**src/rtl/core/assert_macros.svh**
```systemverilog
// Assertion macros for the RTL of the receive window; included by the top level.
`ifndef ASSERT_MACROS_SVH
`define ASSERT_MACROS_SVH

// Consequent must hold in the same cycle as the antecedent.
`define ASSERT_SAME(lbl, clk, rstn, ante, cons) \
    lbl: assert property (@(posedge clk) disable iff (!(rstn)) (ante) |-> (cons)) \
        else $error("same-cycle check failed");

// Consequent must hold in the cycle after the antecedent.
`define ASSERT_NEXT(lbl, clk, rstn, ante, cons) \
    lbl: assert property (@(posedge clk) disable iff (!(rstn)) (ante) |=> (cons)) \
        else $error("next-cycle check failed");

`endif

```
**src/rtl/core/rrw_pkg.sv**
```systemverilog
// Package of the reorder receive window: constants, codes and shared types.
package rrw_pkg;

    localparam int MAX_WINDOW_DEF    = 16;
    localparam int SEGMENT_BYTES_DEF = 512;
    localparam int TAG_BITS_DEF      = 16;

    localparam int SEQ_W     = 31;
    localparam int LEN_W     = 10;
    localparam int WS_W      = 5;
    localparam int CFG_ADR_W = 1;
    localparam int CFG_DAT_W = 31;

    localparam logic [CFG_ADR_W-1:0] CFG_WINDOW_SIZE = 1'b0;
    localparam logic [CFG_ADR_W-1:0] CFG_START_SEQ   = 1'b1;

    localparam logic [WS_W-1:0]  WINDOW_SIZE_RST = 5'd16;
    localparam logic [SEQ_W-1:0] START_SEQ_RST   = 31'd1;

    localparam logic KIND_DELIVER = 1'b0;
    localparam logic KIND_ACK     = 1'b1;

    typedef enum logic [2:0] {
        ST_IDLE,
        ST_DIFF,
        ST_DIV,
        ST_SCAN_RD,
        ST_SCAN_ACC,
        ST_EMIT_RD,
        ST_EMIT_OUT,
        ST_ACK
    } rrw_state_t;

    typedef struct packed {
        logic clear_all;
        logic wr_en;
        logic rd_en;
        logic inval_en;
    } rrw_mem_ctl_t;

endpackage

```
**src/rtl/core/reorder_receive_window_top.sv**
```systemverilog
// Top level of the reorder receive window: sequencer, shared adder and result register.
// Each accepted segment word is placed by its sequence number into a window of slots.
// A segment at the expected number lands in the base slot and starts a drain that
// delivers contiguous occupied slots in order; a segment ahead by offset/SEGMENT_BYTES
// slots inside the window is parked; anything else is dropped. Every segment ends
// with one cumulative ack word, and all words of one segment carry the final ack number.
// seg_ready is high only in idle, so a new segment is accepted only after the last one
// has been fully handled, including its ack word. The sequencer is built around the single
// shared 31-bit adder (distance, offset division by repeated subtraction, length sum) and
// the one registered read port of the slot memory. A write to either configuration
// register clears every slot and resets the window base.
`include "assert_macros.svh"

module reorder_receive_window_top #(
    parameter int MAX_WINDOW    = rrw_pkg::MAX_WINDOW_DEF,
    parameter int SEGMENT_BYTES = rrw_pkg::SEGMENT_BYTES_DEF,
    parameter int TAG_BITS      = rrw_pkg::TAG_BITS_DEF
) (
    input  logic                          clk,
    input  logic                          rst_n,
    // configuration write port
    input  logic                          cfg_we,
    input  logic [rrw_pkg::CFG_ADR_W-1:0] cfg_addr,
    input  logic [rrw_pkg::CFG_DAT_W-1:0] cfg_wdata,
    // segment channel
    input  logic                          seg_valid,
    output logic                          seg_ready,
    input  logic [rrw_pkg::SEQ_W-1:0]     seq_num,
    input  logic [rrw_pkg::LEN_W-1:0]     data_len,
    input  logic                          last_seg,
    input  logic [TAG_BITS-1:0]           buffer_tag,
    // result channel
    output logic                          res_valid,
    input  logic                          res_ready,
    output logic                          kind,
    output logic [rrw_pkg::SEQ_W-1:0]     out_seq,
    output logic [rrw_pkg::LEN_W-1:0]     out_len,
    output logic [TAG_BITS-1:0]           out_tag,
    output logic                          out_last,
    output logic [rrw_pkg::SEQ_W-1:0]     ack_num,
    output logic                          end_of_run
);

    localparam int SEQ_W = rrw_pkg::SEQ_W;
    localparam int LEN_W = rrw_pkg::LEN_W;
    localparam int IDX_W = (MAX_WINDOW > 1) ? $clog2(MAX_WINDOW) : 1;
    localparam int W_W   = $clog2(MAX_WINDOW + 1);
    localparam logic [SEQ_W-1:0] SEG_BYTES = SEQ_W'(SEGMENT_BYTES);

    rrw_pkg::rrw_state_t state_reg, state_next;

    // window and transfer state
    logic [rrw_pkg::WS_W-1:0] ws_reg;
    logic [SEQ_W-1:0]         expected_reg;
    logic [IDX_W-1:0]         base_reg;
    logic [W_W-1:0]           w_eff;

    // latched segment word
    logic [SEQ_W-1:0]    sg_seq_reg;
    logic [LEN_W-1:0]    sg_len_reg;
    logic                sg_last_reg;
    logic [TAG_BITS-1:0] sg_tag_reg;

    // sequencer working registers
    logic [SEQ_W-1:0] rem_reg;
    logic [SEQ_W-1:0] acc_reg;
    logic [W_W-1:0]   off_reg;
    logic [W_W-1:0]   cnt_reg;
    logic [W_W-1:0]   n_reg;
    logic [W_W-1:0]   ecnt_reg;
    logic [IDX_W-1:0] ptr_reg;
    logic [IDX_W-1:0] ptr_inc;
    logic [W_W-1:0]   ptr_p1;
    logic [W_W:0]     park_sum;
    logic [W_W:0]     park_wrap;
    logic [IDX_W-1:0] park_idx;

    // result register
    logic                res_valid_reg;
    logic                kind_reg;
    logic [SEQ_W-1:0]    oseq_reg;
    logic [LEN_W-1:0]    olen_reg;
    logic [TAG_BITS-1:0] otag_reg;
    logic                olast_reg;
    logic [SEQ_W-1:0]    ack_reg;
    logic                eor_reg;
    logic                out_free;

    // shared adder
    logic [SEQ_W-1:0] alu_a;
    logic [SEQ_W-1:0] alu_b;
    logic             alu_sub;
    logic [SEQ_W:0]   alu_sum;
    logic [SEQ_W-1:0] alu_res;
    logic             alu_carry;

    // slot memory interface
    rrw_pkg::rrw_mem_ctl_t mem_ctl;
    logic [IDX_W-1:0]      wr_idx;
    logic                  rd_valid;
    logic [SEQ_W-1:0]      rd_seq;
    logic [LEN_W-1:0]      rd_len;
    logic                  rd_last;
    logic [TAG_BITS-1:0]   rd_tag;

    logic load_dlv;
    logic load_ack;
    logic scan_done;
    logic park_hit;
    logic div_out;

    // Clamp the configured window size to 1..MAX_WINDOW.
    always_comb
    begin
        if (ws_reg == '0)
        begin
            w_eff = W_W'(1);
        end
        else if (int'(ws_reg) > MAX_WINDOW)
        begin
            w_eff = W_W'(MAX_WINDOW);
        end
        else
        begin
            w_eff = W_W'(ws_reg);
        end
    end

    // One adder serves distance, offset division and length accumulation.
    assign alu_sum   = {1'b0, alu_a} + {1'b0, (alu_sub ? ~alu_b : alu_b)}
                     + (SEQ_W + 1)'(alu_sub);
    assign alu_res   = alu_sum[SEQ_W-1:0];
    assign alu_carry = alu_sum[SEQ_W];

    // Advance a slot pointer modulo the window.
    assign ptr_p1  = W_W'(ptr_reg) + W_W'(1);
    assign ptr_inc = (ptr_p1 == w_eff) ? '0 : IDX_W'(ptr_p1);

    // Parking slot: base plus offset, folded once into the window.
    assign park_sum  = {1'b0, W_W'(base_reg)} + {1'b0, off_reg};
    assign park_wrap = (park_sum >= {1'b0, w_eff}) ? (park_sum - {1'b0, w_eff}) : park_sum;
    assign park_idx  = IDX_W'(park_wrap);

    assign out_free  = !res_valid_reg || res_ready;
    assign scan_done = (cnt_reg == w_eff) || !rd_valid;
    // Remainder below one segment: the offset is final and already inside the window.
    assign park_hit  = !alu_carry;
    // One more subtraction would push the offset to the window size.
    assign div_out   = alu_carry && ((off_reg + W_W'(1)) == w_eff);

    // Next state.
    always_comb
    begin
        state_next = state_reg;
        case (state_reg)
            rrw_pkg::ST_IDLE:
            begin
                if (seg_valid)
                begin
                    state_next = rrw_pkg::ST_DIFF;
                end
            end
            rrw_pkg::ST_DIFF:
            begin
                state_next = (alu_res == '0) ? rrw_pkg::ST_SCAN_RD : rrw_pkg::ST_DIV;
            end
            rrw_pkg::ST_DIV:
            begin
                if (park_hit || div_out)
                begin
                    state_next = rrw_pkg::ST_ACK;
                end
            end
            rrw_pkg::ST_SCAN_RD:
            begin
                state_next = scan_done ? rrw_pkg::ST_EMIT_RD : rrw_pkg::ST_SCAN_ACC;
            end
            rrw_pkg::ST_SCAN_ACC:
            begin
                state_next = rrw_pkg::ST_SCAN_RD;
            end
            rrw_pkg::ST_EMIT_RD:
            begin
                state_next = (ecnt_reg == n_reg) ? rrw_pkg::ST_ACK : rrw_pkg::ST_EMIT_OUT;
            end
            rrw_pkg::ST_EMIT_OUT:
            begin
                if (out_free)
                begin
                    state_next = rrw_pkg::ST_EMIT_RD;
                end
            end
            rrw_pkg::ST_ACK:
            begin
                if (out_free)
                begin
                    state_next = rrw_pkg::ST_IDLE;
                end
            end
            default:
            begin
                state_next = rrw_pkg::ST_IDLE;
            end
        endcase
    end

    // Control outputs of the sequencer.
    always_comb
    begin
        seg_ready         = 1'b0;
        mem_ctl.clear_all = cfg_we;
        mem_ctl.wr_en     = 1'b0;
        mem_ctl.rd_en     = 1'b0;
        mem_ctl.inval_en  = 1'b0;
        wr_idx            = base_reg;
        alu_a             = acc_reg;
        alu_b             = SEQ_W'(sg_len_reg);
        alu_sub           = 1'b0;
        load_dlv          = 1'b0;
        load_ack          = 1'b0;
        case (state_reg)
            rrw_pkg::ST_IDLE:
            begin
                seg_ready = 1'b1;
            end
            rrw_pkg::ST_DIFF:
            begin
                alu_a         = sg_seq_reg;
                alu_b         = expected_reg;
                alu_sub       = 1'b1;
                mem_ctl.wr_en = (alu_res == '0);
                wr_idx        = base_reg;
            end
            rrw_pkg::ST_DIV:
            begin
                alu_a         = rem_reg;
                alu_b         = SEG_BYTES;
                alu_sub       = 1'b1;
                mem_ctl.wr_en = park_hit;
                wr_idx        = park_idx;
            end
            rrw_pkg::ST_SCAN_RD:
            begin
                mem_ctl.rd_en = !scan_done;
            end
            rrw_pkg::ST_SCAN_ACC:
            begin
                alu_a = acc_reg;
                alu_b = SEQ_W'(rd_len);
            end
            rrw_pkg::ST_EMIT_RD:
            begin
                mem_ctl.rd_en = (ecnt_reg != n_reg);
            end
            rrw_pkg::ST_EMIT_OUT:
            begin
                load_dlv         = out_free;
                mem_ctl.inval_en = out_free;
            end
            rrw_pkg::ST_ACK:
            begin
                load_ack = out_free;
            end
            default:
            begin
                seg_ready = 1'b0;
            end
        endcase
    end

    always_ff @(posedge clk or negedge rst_n)
    begin
        if (!rst_n)
        begin
            state_reg <= rrw_pkg::ST_IDLE;
        end
        else
        begin
            state_reg <= state_next;
        end
    end

    // Window state, configuration and sequencer working registers.
    always_ff @(posedge clk or negedge rst_n)
    begin
        if (!rst_n)
        begin
            ws_reg       <= rrw_pkg::WINDOW_SIZE_RST;
            expected_reg <= rrw_pkg::START_SEQ_RST;
            base_reg     <= '0;
            ptr_reg      <= '0;
            off_reg      <= '0;
            cnt_reg      <= '0;
            n_reg        <= '0;
            ecnt_reg     <= '0;
        end
        else if (cfg_we)
        begin
            // Start a new transfer: empty window, base back to slot zero.
            base_reg <= '0;
            if (cfg_addr == rrw_pkg::CFG_WINDOW_SIZE)
            begin
                ws_reg <= cfg_wdata[rrw_pkg::WS_W-1:0];
            end
            else
            begin
                expected_reg <= cfg_wdata[SEQ_W-1:0];
            end
        end
        else
        begin
            case (state_reg)
                rrw_pkg::ST_DIFF:
                begin
                    ptr_reg <= base_reg;
                    cnt_reg <= '0;
                    off_reg <= '0;
                end
                rrw_pkg::ST_DIV:
                begin
                    if (alu_carry)
                    begin
                        off_reg <= off_reg + W_W'(1);
                    end
                end
                rrw_pkg::ST_SCAN_RD:
                begin
                    if (scan_done)
                    begin
                        // Commit the drain: new expected number and base,
                        // then walk again from the old base to deliver.
                        expected_reg <= acc_reg;
                        n_reg        <= cnt_reg;
                        base_reg     <= ptr_reg;
                        ptr_reg      <= base_reg;
                        ecnt_reg     <= '0;
                    end
                end
                rrw_pkg::ST_SCAN_ACC:
                begin
                    cnt_reg <= cnt_reg + W_W'(1);
                    ptr_reg <= ptr_inc;
                end
                rrw_pkg::ST_EMIT_OUT:
                begin
                    if (out_free)
                    begin
                        ecnt_reg <= ecnt_reg + W_W'(1);
                        ptr_reg  <= ptr_inc;
                    end
                end
                default:
                begin
                    ptr_reg <= ptr_reg;
                end
            endcase
        end
    end

    // Payload-side registers: latched segment, remainder and length sum.
    always_ff @(posedge clk)
    begin
        if (seg_valid && seg_ready)
        begin
            sg_seq_reg  <= seq_num;
            sg_len_reg  <= data_len;
            sg_last_reg <= last_seg;
            sg_tag_reg  <= buffer_tag;
        end
        if (state_reg == rrw_pkg::ST_DIFF)
        begin
            rem_reg <= alu_res;
            acc_reg <= expected_reg;
        end
        if (state_reg == rrw_pkg::ST_DIV)
        begin
            rem_reg <= alu_res;
        end
        if (state_reg == rrw_pkg::ST_SCAN_ACC)
        begin
            acc_reg <= alu_res;
        end
    end

    // Result register: hold until taken, load when free.
    always_ff @(posedge clk or negedge rst_n)
    begin
        if (!rst_n)
        begin
            res_valid_reg <= 1'b0;
        end
        else if (load_dlv || load_ack)
        begin
            res_valid_reg <= 1'b1;
        end
        else if (res_ready)
        begin
            res_valid_reg <= 1'b0;
        end
    end

    always_ff @(posedge clk)
    begin
        if (load_dlv)
        begin
            kind_reg  <= rrw_pkg::KIND_DELIVER;
            oseq_reg  <= rd_seq;
            olen_reg  <= rd_len;
            otag_reg  <= rd_tag;
            olast_reg <= rd_last;
            ack_reg   <= expected_reg;
            eor_reg   <= 1'b0;
        end
        else if (load_ack)
        begin
            kind_reg  <= rrw_pkg::KIND_ACK;
            oseq_reg  <= '0;
            olen_reg  <= '0;
            otag_reg  <= '0;
            olast_reg <= 1'b0;
            ack_reg   <= expected_reg;
            eor_reg   <= 1'b1;
        end
    end

    rrw_slot_mem #(
        .DEPTH    (MAX_WINDOW),
        .IDX_W    (IDX_W),
        .TAG_BITS (TAG_BITS)
    ) u_slot_mem (
        .clk      (clk),
        .rst_n    (rst_n),
        .ctl      (mem_ctl),
        .wr_idx   (wr_idx),
        .wr_seq   (sg_seq_reg),
        .wr_len   (sg_len_reg),
        .wr_last  (sg_last_reg),
        .wr_tag   (sg_tag_reg),
        .rd_idx   (ptr_reg),
        .rd_valid (rd_valid),
        .rd_seq   (rd_seq),
        .rd_len   (rd_len),
        .rd_last  (rd_last),
        .rd_tag   (rd_tag)
    );

    assign res_valid  = res_valid_reg;
    assign kind       = kind_reg;
    assign out_seq    = oseq_reg;
    assign out_len    = olen_reg;
    assign out_tag    = otag_reg;
    assign out_last   = olast_reg;
    assign ack_num    = ack_reg;
    assign end_of_run = eor_reg;

    // The window base always names a slot inside the window.
    `ASSERT_SAME(a_base_in_window, clk, rst_n, 1'b1, (W_W'(base_reg) < w_eff))
    // The offset division stops before the offset reaches the window size.
    `ASSERT_SAME(a_off_in_window, clk, rst_n, (state_reg == rrw_pkg::ST_DIV),
                 (off_reg < w_eff))
    // Delivery never runs past the number of slots found by the scan.
    `ASSERT_SAME(a_emit_bound, clk, rst_n,
                 (state_reg == rrw_pkg::ST_EMIT_RD || state_reg == rrw_pkg::ST_EMIT_OUT),
                 (ecnt_reg <= n_reg && n_reg <= w_eff))
    // A drain step only proceeds over an occupied slot.
    `ASSERT_NEXT(a_scan_valid, clk, rst_n,
                 (state_reg == rrw_pkg::ST_SCAN_RD && !scan_done && !cfg_we),
                 (state_reg == rrw_pkg::ST_SCAN_ACC))

endmodule

```
**src/rtl/core/rrw_slot_mem.sv**
```systemverilog
// Slot store of the receive window: valid flops plus a payload memory with registered read.
module rrw_slot_mem #(
    parameter int DEPTH    = rrw_pkg::MAX_WINDOW_DEF,
    parameter int IDX_W    = 4,
    parameter int TAG_BITS = rrw_pkg::TAG_BITS_DEF
) (
    input  logic                      clk,
    input  logic                      rst_n,
    input  rrw_pkg::rrw_mem_ctl_t     ctl,
    input  logic [IDX_W-1:0]          wr_idx,
    input  logic [rrw_pkg::SEQ_W-1:0] wr_seq,
    input  logic [rrw_pkg::LEN_W-1:0] wr_len,
    input  logic                      wr_last,
    input  logic [TAG_BITS-1:0]       wr_tag,
    input  logic [IDX_W-1:0]          rd_idx,
    output logic                      rd_valid,
    output logic [rrw_pkg::SEQ_W-1:0] rd_seq,
    output logic [rrw_pkg::LEN_W-1:0] rd_len,
    output logic                      rd_last,
    output logic [TAG_BITS-1:0]       rd_tag
);

    localparam int ENT_W = rrw_pkg::SEQ_W + rrw_pkg::LEN_W + 1 + TAG_BITS;

    logic [DEPTH-1:0] valid_reg;
    logic [ENT_W-1:0] mem [DEPTH];
    logic [ENT_W-1:0] rdata_reg;

    // Valid bits: clear all on a new transfer, set on store, drop on delivery.
    always_ff @(posedge clk or negedge rst_n)
    begin
        if (!rst_n)
        begin
            valid_reg <= '0;
        end
        else if (ctl.clear_all)
        begin
            valid_reg <= '0;
        end
        else
        begin
            if (ctl.wr_en)
            begin
                valid_reg[wr_idx] <= 1'b1;
            end
            if (ctl.inval_en)
            begin
                valid_reg[rd_idx] <= 1'b0;
            end
        end
    end

    always_ff @(posedge clk)
    begin
        if (ctl.wr_en)
        begin
            mem[wr_idx] <= {wr_seq, wr_len, wr_last, wr_tag};
        end
        if (ctl.rd_en)
        begin
            rdata_reg <= mem[rd_idx];
        end
    end

    assign rd_valid = valid_reg[rd_idx];
    assign {rd_seq, rd_len, rd_last, rd_tag} = rdata_reg;

endmodule
```
**config.mk**
```make
export PLATFORM = sky130hd
export DESIGN_NAME = reorder_receive_window_top
export DESIGN_NICKNAME = d
export VERILOG_FILES = /design/src/rtl/core/rrw_pkg.sv /design/src/rtl/core/reorder_receive_window_top.sv /design/src/rtl/core/rrw_slot_mem.sv
export VERILOG_INCLUDE_DIRS = /design/src /design/src/rtl/core
export SDC_FILE = /design/constraint.sdc
export NUM_CORES = 1
export LEC_CHECK = 0
export CORE_MARGIN = 2
export CORE_UTILIZATION = 41
export CTS_CLUSTER_SIZE = 10
export DETAILED_ROUTE_END_ITERATION = 10
export DONT_BUFFER_PORTS = 1
export PLACE_DENSITY = 0.65
export SYNTH_ARGS = -nofsm -noshare
export SYNTH_HDL_FRONTEND = slang
export SYNTH_SLANG_ARGS = --single-unit
```
**constraint.sdc**
```tcl
create_clock -name clk -period 22 [get_ports clk]
set_clock_uncertainty 0.05 [all_clocks]
set_input_delay 3.3 -clock clk [delete_from_list [all_inputs] [get_ports clk]]
set_output_delay 3.3 -clock clk [all_outputs]
set_load 0.005 [all_outputs]
```
# Word level (Yosys, flattened, before mapping)
# Memory sizes are Yosys's and may differ from the RTL's. A register that Yosys moved wholly into a read port is not among the register bits.
# Cells that the tools add are included.
# W data, S select, Z words.
[classes]
addsub = 8
n_mul = 0
div_mod_pow = 0
magnitude_cmp = 6
eq_ne = 19
shift = 0
n_mux = 66
bitwise = 6
reduce_logical = 33
[op_table]
columns = ["cell", "n"]
rows = [
  ["$mux W31", 13],
  ["$mux W16", 6],
  ["$pmux W31 S3", 1],
  ["$pmux W31 S2", 1],
  ["$add A31 B31 Y32", 1],
  ["$add A32 B1 Y32", 1],
  ["$mux W4", 8],
  ["$logic_not A31 Y1", 1],
  ["$not A31 Y31", 1],
  ["$pmux W5 S2", 3],
  ["$mux W5", 5],
  ["$pmux W3 S8", 1],
  ["$eq A5 B5 Y1", 4],
  ["$mux W10", 2],
  ["$and A16 B16 Y16", 1],
  ["$mux W1", 16],
  ["$not A16 Y16", 1],
  ["$or A16 B16 Y16", 1],
  ["$pmux W4 S4", 1],
  ["$add A5 B1 Y5 const B", 3],
  ["$reduce_bool A2 Y1", 7],
  ["$eq A3 B3 Y1 const B", 4],
  ["$mux W3", 4],
  ["$ne A2 B2 Y1 const B", 6],
  ["25 further kinds", 46],
]
[totals]
register_bits = 294
latch_bits = 0
ram_bits = 928
romBits = 0
inputBits = 95
mem_count = 1
[mem_list]
columns = ["name", "depth", "width", "rd", "rd_ports_with_merged_regs", "write_ports", "line", "text"]
rows = [
  ["u_slot_mem.mem", 16, 58, 1, 1, 1, "rrw_slot_mem.sv:26", "logic [ENT_W-1:0] mem [DEPTH];"],
]

# Depth between registers and ports, before layout
[depth]
word_depth = 16
ltp_mapped = 20

# Cells and area by module
# From an unflattened synthesis, not the netlist that was laid out.
[unflattened]
cells_unflattened = 3025
hier_area_um2 = 52288.9
[modules_own_cells]
columns = ["mod", "instances", "cells_per_inst", "area_per_inst_um2", "seq_area_each_um2"]
rows = [
  ["rrw_slot_mem", 1, 1567, 37307.0, 30008.8],
  ["reorder_receive_window_top", 1, 1458, 14981.9, 8000.2],
]

# Least setup slack after synthesis
# Ideal clock, no wire load.
[synth_path]
path_kind = "register -> register"
startpoint = "register state_reg[2]"
endpoint = "memory u_slot_mem.mem[1][0] (netlist name) (enable)"
arrival_ns = 8.440
path_slack_ns = 12.965
stages_incl_launch_ff = 17
n_path_buf = 2
synth_period_minus_slack_ns = 9.035
path_cell_list = "dfrtp_1 > clkbuf_1 > or2_1 > clkbuf_1 > inv_1 > a21oi_1 > fa_1 > nand2b_1 > a21oi_1 > o21ai_0 > a31oi_1 > xnor2_1 > nand3_1 > or4_1 > nor4_4 > a21oi_1 > nor3_1"
[synth_between]
elab_chain_len = 10
[synth_rtl]
columns = ["element", "line", "text"]
rows = [
  ["from (decl)", "reorder_receive_window_top.sv:50", "rrw_pkg::rrw_state_t state_reg, state_next;"],
  ["from (signal assigned)", "reorder_receive_window_top.sv:275", "state_reg <= rrw_pkg::ST_IDLE;"],
  ["from (signal assigned)", "reorder_receive_window_top.sv:279", "state_reg <= state_next;"],
  ["$eq A3 B3 Y1 (tied with other cells)", "reorder_receive_window_top.sv:221", "case (state_reg)"],
  ["$pmux W31 S3 or $reduce_or A2 Y1 (tied branches)", "--", ""],
  ["$not A31 Y31 or $mux W1 (tied branches)", "reorder_receive_window_top.sv:130, reorder_receive_window_top.sv:221", ""],
  ["$mux W31", "reorder_receive_window_top.sv:130", "assign alu_sum = {1'b0, alu_a} + {1'b0, (alu_sub ? ~alu_b : alu_b)}"],
  ["$add A31 B31 Y32", "reorder_receive_window_top.sv:130", ""],
  ["$add A32 B1 Y32", "reorder_receive_window_top.sv:131", "+ (SEQ_W + 1)'(alu_sub);"],
  ["$logic_not A31 Y1 or $logic_not A1 Y1 (tied branches)", "reorder_receive_window_top.sv:231, reorder_receive_window_top.sv:147", ""],
  ["$pmux W1 S2", "reorder_receive_window_top.sv:221", ""],
  ["$mux W1", "rrw_slot_mem.sv:55", "if (ctl.wr_en)"],
  ["$mux W1 (implied by the code)", "rrw_slot_mem.sv:57", "mem[wr_idx] <= {wr_seq, wr_len, wr_last, wr_tag};"],
  ["to (decl)", "rrw_slot_mem.sv:26", ""],
]
# Parallel ways exist; a longest one is shown, timed or not.

# Worst setup path after layout
[layout_path]
startpoint = "register state_reg[1]"
endpoint = "memory u_slot_mem.mem[15][41] (netlist name) (enable)"
# The elaborated chain is that of the path after synthesis.

==> qor.yml <==
status: "finished, final reports clean"
layout.nets: 3203
fin_tns_setup_ns: 0
rsz0062_at_grt: "no"
die_y_um: 362.5
crit_type: "reg2reg"
grt.busiest_layer: "met2"
syn_nets: 3150
cts_tree: "built"
worstHoldEndpoint: "out_tag[0]"
cp_top_family: "simple AND/OR/NAND/NOR gates"
hold_path_depth: 1
timing.final.crit_share: 0.3699
post_drt_wl_per_cell_um: 27.12
cts_setup_buffers: 0
dr.pass1.iters: 5
clock-sinks: 1280
antenna_found_initial: 12
slew_violations: 0
ctsRootBufferMaster: "clkbuf_16"
globalRouteMet3Util: 0.03720
route.vias.total: 27700
drt.antenna.violating_nets: 0
viasPerCell: 5.803
synth_xor_area_frac: 0.008144
cpPeakStageDelay_ns: 0.83
synth.largest_area_cell: "edfxtp_1"
synth-edff-count: 1195
synth_flop_cell: "edfxtp_1"
drc_errors: 0
die_w_um: 362.5
initialDrtViolationCount: 2982
arrival_ns: 8.48
worstReg2RegStart: "state_reg[1]"
gr-usage-all-layers: 0.1978
htree_levels: 4
grt_pass1_wl_um: 191100
regArea_um2: 38030
io_buffer_count: 0
reg2reg_to: "u_slot_mem.mem[15][41]"
largest_reg_flops: 928
synth_compound_area_frac: 0.05739
post_dp_cell_area_um2: 54840
crit_chain: "buf_4, nor4b_1, a211oi_1, nand2_1, nor2_1, a21oi_1, fa_1, nand2b_1, a21oi_1, o21ai_0, a31oi_1, xnor2_1, nand3_1, or4_1, nor4_4, a31oi_1, nor2_4, buf_4"
cp_max_fo: 85
yosys.cell_types.count: 82
slew_headroom: 0.1432
endpoint_kind: "register"
critPathSlowestCell: "dfrtp_4"
hold_viol: 0
core_area_um2: 127500
drt-total-wl_um: 129400
multi_input_area_um2: 14030
cts_buffers: 150
num_rows: 131
start_kind: "register"
synthCells: 3006
async_reset_ff_frac: 0.06563
synthMostInstantiatedCell: "edfxtp_1"
area_growth_pct: 12.22
cts_hold_buf: 0
ir_worst_vdd_mv: 0.09097
dp_hpwl_um: 78050
p_leak_nw: 18.93
initial_utilization: 0.4132
grt_overflow_total: 0
final_layout_size_suffix_gt1_frac: 0.1914
grtUsageMet1: 0.2728
critPathBufInv: 2
worstPathRequired_ns: 22.34
grt_pass1_vias: 28140
fin_crit_ns: 8.137
synth_common_cells: "edfxtp_1, mux4_2, a21oi_1, nor2_1, clkbuf_1"
synthSimpleGateAreaFrac: 0.04787
tightest_slew_ns: 1.285
cts_buffer_depth: 3
grt_use_met2: 0.3218
nFillCells: 10690
synth_top_family_by_area: "multiplexers"
synthAdderAreaFrac: 0.01206
syn_area_per_cell_um2: 17.53
dieArea_um2: 131400
post_cts_resize_count: 0
p_total_mw: 8.782
synth_mux_area_frac: 0.1372
reg2reg_setup_slack_ns: 13.86
synth.area.top_cells: "edfxtp_1, mux4_2, dfrtp_1, a21oi_1, nor2_1"
maxCapViolations: 0
hp-class: "reg2reg"
yosysWarnings: 0
ys_seq_area_frac: 0.7213
stdcell_area_um2: 59140
clkTransAtPathRegs_ns: 0.06
power_density_nw_per_um2: 148.5
min-delay-start: "u_slot_mem.rdata_reg[0]"
ioPinCount: 188
gp_congestion: 0.9232
synth_seq_cells: 1280
finalSetupViolCount: 0
synth.cell_area_um2: 52700
worst-r2r-cell-count: 18
crit_start: "state_reg[1]"
fmax_mhz: 122.9
grt_max_degree: 144
synth_top_area_share: 0.6810
clk_latency_ns: 0.78
kinds of logic (layout without fill, tap and decap cells):
kind of cell             count (synthesis)  in the layout
buffers and inverters                  222            325
multiplexers                           351            351
AO/OA/AOI/OAI                          513            513
other                                    0              2
flip-flops                            1280           1280
adder cells (fa/ha/maj)                 49             49
XOR/XNOR                                49             49
AND/OR/NAND/NOR                        542            542
cell type report:
type	count	area share
antenna	2	0.00008463
clock buffer	182	0.06671
clock inverter	20	0.005924
inverter	65	0.004126
multi-input combinational	1504	0.2373
sequential	1280	0.6431
tap	1662	0.03516
timing repair buffer	58	0.007575
power by group:
| group | switching [mW] | leakage [nW] | internal, mW | total (mW) |
|---|---|---|---|---|
| sequential | 0.313 | 11.8 | 3.14 | 3.46 |
| combinational | 1.95 | 5.01 | 1.15 | 3.10 |
| clock | 0.949 | 2.08 | 1.28 | 2.23 |
layout by cell type (no fill, tap or decap), types with 37 or more instances in the layout:
cell type	instances
a21oi_1	229
and2_1	65
buf_4	57
clkbuf_16	151
dfrtp_1	75
edfxtp_1	1195
ha_1	46
inv_1	63
mux2i_1	37
mux4_2	295
nand2_1	107
nor2_1	230
o21ai_0	105
worst max path at each step:
stage	cells after the start	slack [ns]	endpoint
final	18	13.86	u_slot_mem.mem[15][41]
after global routing	18	13.29	u_slot_mem.mem[7][24]
after detailed placement	17	13.85	u_slot_mem.mem[7][13]
after floorplan	16	12.97	u_slot_mem.mem[1][0]
after global placement	17	13.93	u_slot_mem.mem[7][13]
after CTS	17	13.86	u_slot_mem.mem[7][24]
through the flow:
| stage | util | hold slack, ns | std cells | setup WS, ns |
|---|---|---|---|---|
| after CTS | 0.4637 | 0.4592 | 4771 | 13.86 |
| after detailed placement | 0.4300 | 0.4563 | 4569 | 13.85 |
| after floorplan | - | 0.4136 | 3006 | 12.97 |
| after global placement | 0.4300 | 0.4538 | 4569 | 13.93 |
| after global routing | 0.4637 | 0.4855 | 4771 | 13.29 |
| final | 0.4637 | 0.4590 | 4773 | 13.86 |
routing by layer:
metal,up-vias,routed length (um)
met1,14450,55470
li1,12060,-
met3,200,7892
met2,988,62950
met5,-,29
met4,6,3104
Note: power is estimated with default switching activity, not from simulation.
